**src/rtl/scm_pkg.sv**
```systemverilog
// Shared types and constants of the stack calculator machine.
`default_nettype none
package scm_pkg;
	localparam logic [4:0] CMD_PUSH_CONST = 5'd0;
	localparam logic [4:0] CMD_PUSH_VAR   = 5'd1;
	localparam logic [4:0] CMD_DROP       = 5'd2;
	localparam logic [4:0] CMD_ADD        = 5'd3;
	localparam logic [4:0] CMD_SUB        = 5'd4;
	localparam logic [4:0] CMD_MUL        = 5'd5;
	localparam logic [4:0] CMD_DIV        = 5'd6;
	localparam logic [4:0] CMD_NEG        = 5'd7;
	localparam logic [4:0] CMD_EVAL       = 5'd8;
	localparam logic [4:0] CMD_ASSIGN     = 5'd9;
	localparam logic [4:0] CMD_ADD_ASSIGN = 5'd10;
	localparam logic [4:0] CMD_SUB_ASSIGN = 5'd11;
	localparam logic [4:0] CMD_MUL_ASSIGN = 5'd12;
	localparam logic [4:0] CMD_DIV_ASSIGN = 5'd13;
	localparam logic [4:0] CMD_PRINT      = 5'd14;
	localparam logic [4:0] CMD_PRINT_NONL = 5'd15;
	localparam logic [4:0] CMD_CLEAR      = 5'd16;

	localparam logic [2:0] ST_OK        = 3'd0;
	localparam logic [2:0] ST_UNDERFLOW = 3'd1;
	localparam logic [2:0] ST_OVERFLOW  = 3'd2;
	localparam logic [2:0] ST_DIV_ZERO  = 3'd3;
	localparam logic [2:0] ST_UNDEFINED = 3'd4;

	localparam logic [63:0] Q_MAX = 64'h7FFF_FFFF_FFFF_FFFF;
	localparam logic [63:0] Q_MIN = 64'h8000_0000_0000_0000;

	typedef enum logic [2:0] {
		OP_ADD = 3'd0,
		OP_SUB = 3'd1,
		OP_MUL = 3'd2,
		OP_DIV = 3'd3,
		OP_NEG = 3'd4
	} alu_op_t;

	typedef struct packed {
		logic [4:0]  command;
		logic signed [63:0] operand;
		logic [4:0]  var_index;
	} in_beat_t;

	typedef struct packed {
		logic [2:0]  status;
		logic        print_valid;
		logic        newline;
		logic signed [63:0] result_value;
		logic [6:0]  stack_depth;
	} out_beat_t;

	typedef struct packed {
		logic    load_in;
		logic    rd_top;
		logic    rd_sec;
		logic    rd_var;
		logic    alu_start;
		alu_op_t alu_op;
		logic    alu_var_first;
		logic    wr_stack;
		logic    wr_var;
		logic    finish;
	} dp_cmd_t;

	typedef struct packed {
		logic [4:0] command;
		logic       alu_done;
	} dp_stat_t;

	function automatic logic [63:0] sat_mag(input logic neg, input logic hi_nz,
		input logic [63:0] m);
		logic [63:0] r;
		begin
			if (neg) r = (hi_nz || m > Q_MIN) ? Q_MIN : (64'd0 - m);
			else     r = (hi_nz || m > Q_MAX) ? Q_MAX : m;
			return r;
		end
	endfunction
endpackage
`default_nettype wire

```
**src/rtl/scm_ctrl.sv**
```systemverilog
// Instruction sequencer of the stack calculator machine.
`default_nettype none
module scm_ctrl (
	input  wire logic              clk,
	input  wire logic              arst_n,
	input  wire logic              in_valid,
	output logic                   in_stall,
	output logic                   out_valid,
	input  wire logic              out_stall,
	input  wire scm_pkg::dp_stat_t stat,
	output scm_pkg::dp_cmd_t       cmd
);
	typedef enum logic [8:0] {
		S_IDLE  = 9'b000000001,
		S_RD    = 9'b000000010,
		S_VAR   = 9'b000000100,
		S_START = 9'b000001000,
		S_WAIT  = 9'b000010000,
		S_WB    = 9'b000100000,
		S_TOP   = 9'b001000000,
		S_FIN   = 9'b010000000,
		S_OUT   = 9'b100000000
	} ctrl_state_t;

	ctrl_state_t state_q;
	logic is_ar, is_cmp, uses_alu;

	assign is_ar  = stat.command >= scm_pkg::CMD_ADD && stat.command <= scm_pkg::CMD_DIV;
	assign is_cmp = stat.command >= scm_pkg::CMD_ADD_ASSIGN &&
		stat.command <= scm_pkg::CMD_DIV_ASSIGN;
	assign uses_alu = is_ar || is_cmp || stat.command == scm_pkg::CMD_NEG;

	assign in_stall  = state_q != S_IDLE;
	assign out_valid = state_q == S_OUT;

	always_comb begin
		cmd = '0;
		cmd.alu_op = scm_pkg::OP_ADD;
		case (stat.command)
			scm_pkg::CMD_SUB, scm_pkg::CMD_SUB_ASSIGN: cmd.alu_op = scm_pkg::OP_SUB;
			scm_pkg::CMD_MUL, scm_pkg::CMD_MUL_ASSIGN: cmd.alu_op = scm_pkg::OP_MUL;
			scm_pkg::CMD_DIV, scm_pkg::CMD_DIV_ASSIGN: cmd.alu_op = scm_pkg::OP_DIV;
			scm_pkg::CMD_NEG: cmd.alu_op = scm_pkg::OP_NEG;
			default: cmd.alu_op = scm_pkg::OP_ADD;
		endcase
		cmd.alu_var_first = is_cmp;
		case (state_q)
			S_IDLE:  cmd.load_in = in_valid;
			S_RD:    begin cmd.rd_top = 1'b1; cmd.rd_sec = 1'b1; end
			S_VAR:   cmd.rd_var = 1'b1;
			S_START: cmd.alu_start = uses_alu;
			S_WB:    cmd.wr_stack = 1'b1;
			S_TOP:   cmd.rd_top = 1'b1;
			S_FIN:   cmd.finish = 1'b1;
			default: cmd.load_in = 1'b0;
		endcase
	end

	always_ff @(posedge clk or negedge arst_n) begin
		if (!arst_n) begin
			state_q <= S_IDLE;
		end else begin
			case (state_q)
				S_IDLE:  if (in_valid) state_q <= S_RD;
				S_RD:    state_q <= S_VAR;
				S_VAR:   state_q <= S_START;
				S_START: state_q <= uses_alu ? S_WAIT : S_WB;
				S_WAIT:  if (stat.alu_done) state_q <= S_WB;
				S_WB:    state_q <= S_TOP;
				S_TOP:   state_q <= S_FIN;
				S_FIN:   state_q <= S_OUT;
				S_OUT:   if (!out_stall) state_q <= S_IDLE;
				default: state_q <= S_IDLE;
			endcase
		end
	end
endmodule
`default_nettype wire

```
**config.mk**
```make
export PLATFORM = sky130hd
export DESIGN_NAME = scm_ctrl
export DESIGN_NICKNAME = d
export VERILOG_FILES = /design/src/rtl/scm_pkg.sv /design/src/rtl/scm_ctrl.sv
export SDC_FILE = /design/constraint.sdc
export NUM_CORES = 1
export LEC_CHECK = 0
export ABC_CLOCK_PERIOD_IN_PS = 1890
export BUFFER_PORTS_ARGS = -buffer_cell sky130_fd_sc_hd__buf_2
export CORE_MARGIN = 4
export CORE_UTILIZATION = 40
export CTS_BUF_LIST = sky130_fd_sc_hd__clkbuf_8
export DETAILED_ROUTE_END_ITERATION = 7
export HOLD_SLACK_MARGIN = 0.1
export PLACE_DENSITY_LB_ADDON = 0.12
export SYNTH_ARGS = -nofsm -noshare
export SYNTH_HDL_FRONTEND = slang
export SYNTH_SLANG_ARGS = --single-unit
```
**constraint.sdc**
```tcl
create_clock -name clk -period 1.89 [get_ports clk]
set_input_delay 0.189 -clock clk [delete_from_list [all_inputs] [get_ports clk]]
set_output_delay 0.189 -clock clk [all_outputs]
set_load 0.01 [all_outputs]
```
==> flow_summary.ini <==
[critical_path]
endpoint_kind = output pin
regToRegStartpoint = state_q[1]
worst-path-buf-inv = 1
path_max_fanout = 6
timing.reg2reg.setup_slack_ps = 290
cp_slowest_stage_delay_ps = 400
crit_family = simple AND/OR/NAND/NOR gates
signal_arrival_time_at_the_worst_endpoint_ps = 1650
worst-setup-path-type = reg2out
critPathLaunchType = flip-flop
path_cells = or2_4, nor4_4, nand2_2, nor3_1, buf_2
critical_path_required_ps = 1700
reg2reg_depth = 5
crit_path_slowest_cell = sky130_fd_sc_hd__dfrtp_1
crit-reg2reg-capture = state_q[8]

[clocking]
cts_max_path_buffers = 2
cts_buffers = 3
cts_tree = built
cts.reportedPaths.clkPinSlew_ps = 50
worstSkewPairLatency_ps = 230
clock_root_buffer_master = sky130_fd_sc_hd__clkbuf_8
clock-sinks = 9
cts_max_level = 1

[power]
vdd_ir_drop_max_mv = 0.386
p_leak_nw = 0.428
report.power.total_uw = 928
power_per_cell_area_mw_per_mm2 = 1050

[global_routing]
gr-usage-all-layers_pct = 14.4
grt_pass1_wl_um = 2740
grtUsageMet3_pct = 3.36
grt-busiest-layer = met2
number_of_global_route_vias_before_repair = 643
grt_start_max_net_pins = 10
antenna_found_initial = 0
gr-usage-met2_pct = 23.9
overflow = 0
met1_usage_pct = 17.8

[synthesis]
ys_top_cells_by_count = sky130_fd_sc_hd__dfrtp_1, sky130_fd_sc_hd__nor2_1, sky130_fd_sc_hd__nand2_1, sky130_fd_sc_hd__nor4b_1
yosys-top-cells-area = sky130_fd_sc_hd__dfrtp_1, sky130_fd_sc_hd__nor4b_1, sky130_fd_sc_hd__nor4_4
synth_seq_area_share_pct = 33.1
synthesis.instances = 75
synth_top_cell_area_share_pct = 29.3
ys_async_sr_fraction_pct = 100
yosys_most_used_dff = sky130_fd_sc_hd__dfrtp_1
netlist.top_cell.by_area = sky130_fd_sc_hd__dfrtp_1
yosysUniqueCellTypes = 35
yosys_warnings = 0
postSynthAreaPerCell_um2 = 9.13
synth.net_count = 85
count_of_flip_flops_with_a_built_in_enable_after_synthesis = 0
synth.cell_area_um2 = 684
yosys_reg_bits = 9
yosysMostFrequentCell = sky130_fd_sc_hd__dfrtp_1

[final_layout]
layout.core_utilization_pct = 56.6
area_growth_syn_to_layout_pct = 28.9
largestRegisters = state_q (9)
drive_above_1_share_pct = 42.6
final-seq-area_um2 = 228
nFillCells = 143
finalNonFillerCells = 117
regMostFlops = state_q
largest_register_ffs = 9
antennaDiodeCount = 0
area_taken_by_multi_input_logic_gates_um2 = 435
final_nets = 112

[floorplanning]
rows = 14
core_mm2 = 0.00156
die_y_um = 49.4
pin_count = 24
chipWidth_um = 49.4
die-area_mm2 = 0.00244
floorplan.initialDensity_pct = 43.9

[status]
outcome = completed

[timing]
period_share_pct = 97.5
final_period_minus_worst_setup_slack_ps = 1840
fmax_achieved_mhz = 543
drv_slew = 0
finalSetupViolations = 0
worst-slew-pin-transition_ps = 505
timing.clock.skew_ps = 1.49
rsz_0062_raised_after_global_routing = yes
max_slew_margin_pct = 65.9
final.setup.tns_ps = 0
report.final.hold_viol_count = 0

[placed_design]
place_hpwl_um = 1270
globalplace.congestion = 0.757
port-buffer-count = 22
dpl.cell_count = 109

[routing]
drt_first_iter_violations = 17
routed_wl_um = 1610
detail-route-antenna-nets = 0
post_route_drc = 0
avgRoutedWirePerCell_um = 13.8
vias_per_cell = 5.54
vias = 648
drt_pass1_iterations = 4

[min_path]
holdPathStages = 2
hp-start = in_valid
hold_class = in2reg
min_to = state_q[0]

[job]
max_cap_viol_count = 0
## stage by stage
| step | setup WS (ps) | area [um^2] | hold WS [ps] |
|---|---|---|---|
| floorplan | 379 | 684 | -107 |
| global placement | 302 | 779 | 53.0 |
| detailed placement | 299 | 779 | 57.1 |
| CTS | 48.3 | 835 | 144 |
| global route | -15.4 | 882 | 159 |
| finish | 47.0 | 882 | 144 |
## area by class of cell
cell class | count | share of cell area [%]
Multi-Input combinational cell | 60 | 49.4
Sequential cell | 9 | 25.8
Timing Repair Buffer | 27 | 17.0
Clock buffer | 3 | 4.68
Tap cell | 16 | 2.27
Clock inverter | 1 | 0.426
Inverter | 1 | 0.426
## where the power goes
group          leakage (nW)  switching [mW]  total, mW  internal [mW]
combinational         0.282           0.210      0.428          0.217
sequential            0.119          0.0496      0.281          0.232
clock                0.0269          0.0777      0.219          0.142
total                 0.428           0.338      0.928          0.591
## metal layers
layer / wire length [um] / share of wire [%]
met2: 772 / 48
met3: 98 / 6.1
met4: 0 / 0
met5: 0 / 0
met1: 742 / 46
## timing repair
item,4_1_cts,5_1_grt
setup buffers,0,3
gates resized for setup,0,6
setup endpoints to repair,0,6
hold buffers,1,0
endpoints found under the hold margin,9,0
## placed cells by master, fill, tap and decap left out, drive strengths merged, types with 2 or more instances in the layout
master / n
buf: 26
dfrtp: 8
nor2: 7
nand2: 7
nor4b: 6
nor3: 4
and2: 4
xor2: 3
clkbuf: 3
nor4: 3
nand2b: 3
a31oi: 2
inv: 2
nor3b: 2
and3: 2
nand3: 2
a21oi: 2
## logic make-up (layout without fill, tap and decap cells)
kind of cell              Yosys count  in the layout  share of synthesized area [%]
DFF                                 9              9                           33.1
and+or+nand+nor                    43             43                           42.0
other                               1              1                          0.548
AOI/OAI and AO/OA                  13             13                           13.7
buffers and inverters               6             32                           6.76
xor gates and xnor gates            3              3                           3.84
## how the worst max path moves through the flow
stage | start | to | slack (ps) | cells past startpoint
2_1_floorplan | state_q[6] | cmd[8] | 380 | 4
3_3_place_gp | state_q[6] | cmd[7] | 300 | 4
3_5_place_dp | state_q[1] | cmd[0] | 300 | 5
4_1_cts | state_q[1] | cmd[0] | 50 | 5
5_1_grt | state_q[5] | cmd[7] | -20 | 4
6_report | state_q[1] | cmd[0] | 50 | 5
(Power assumes the default switching activity.)
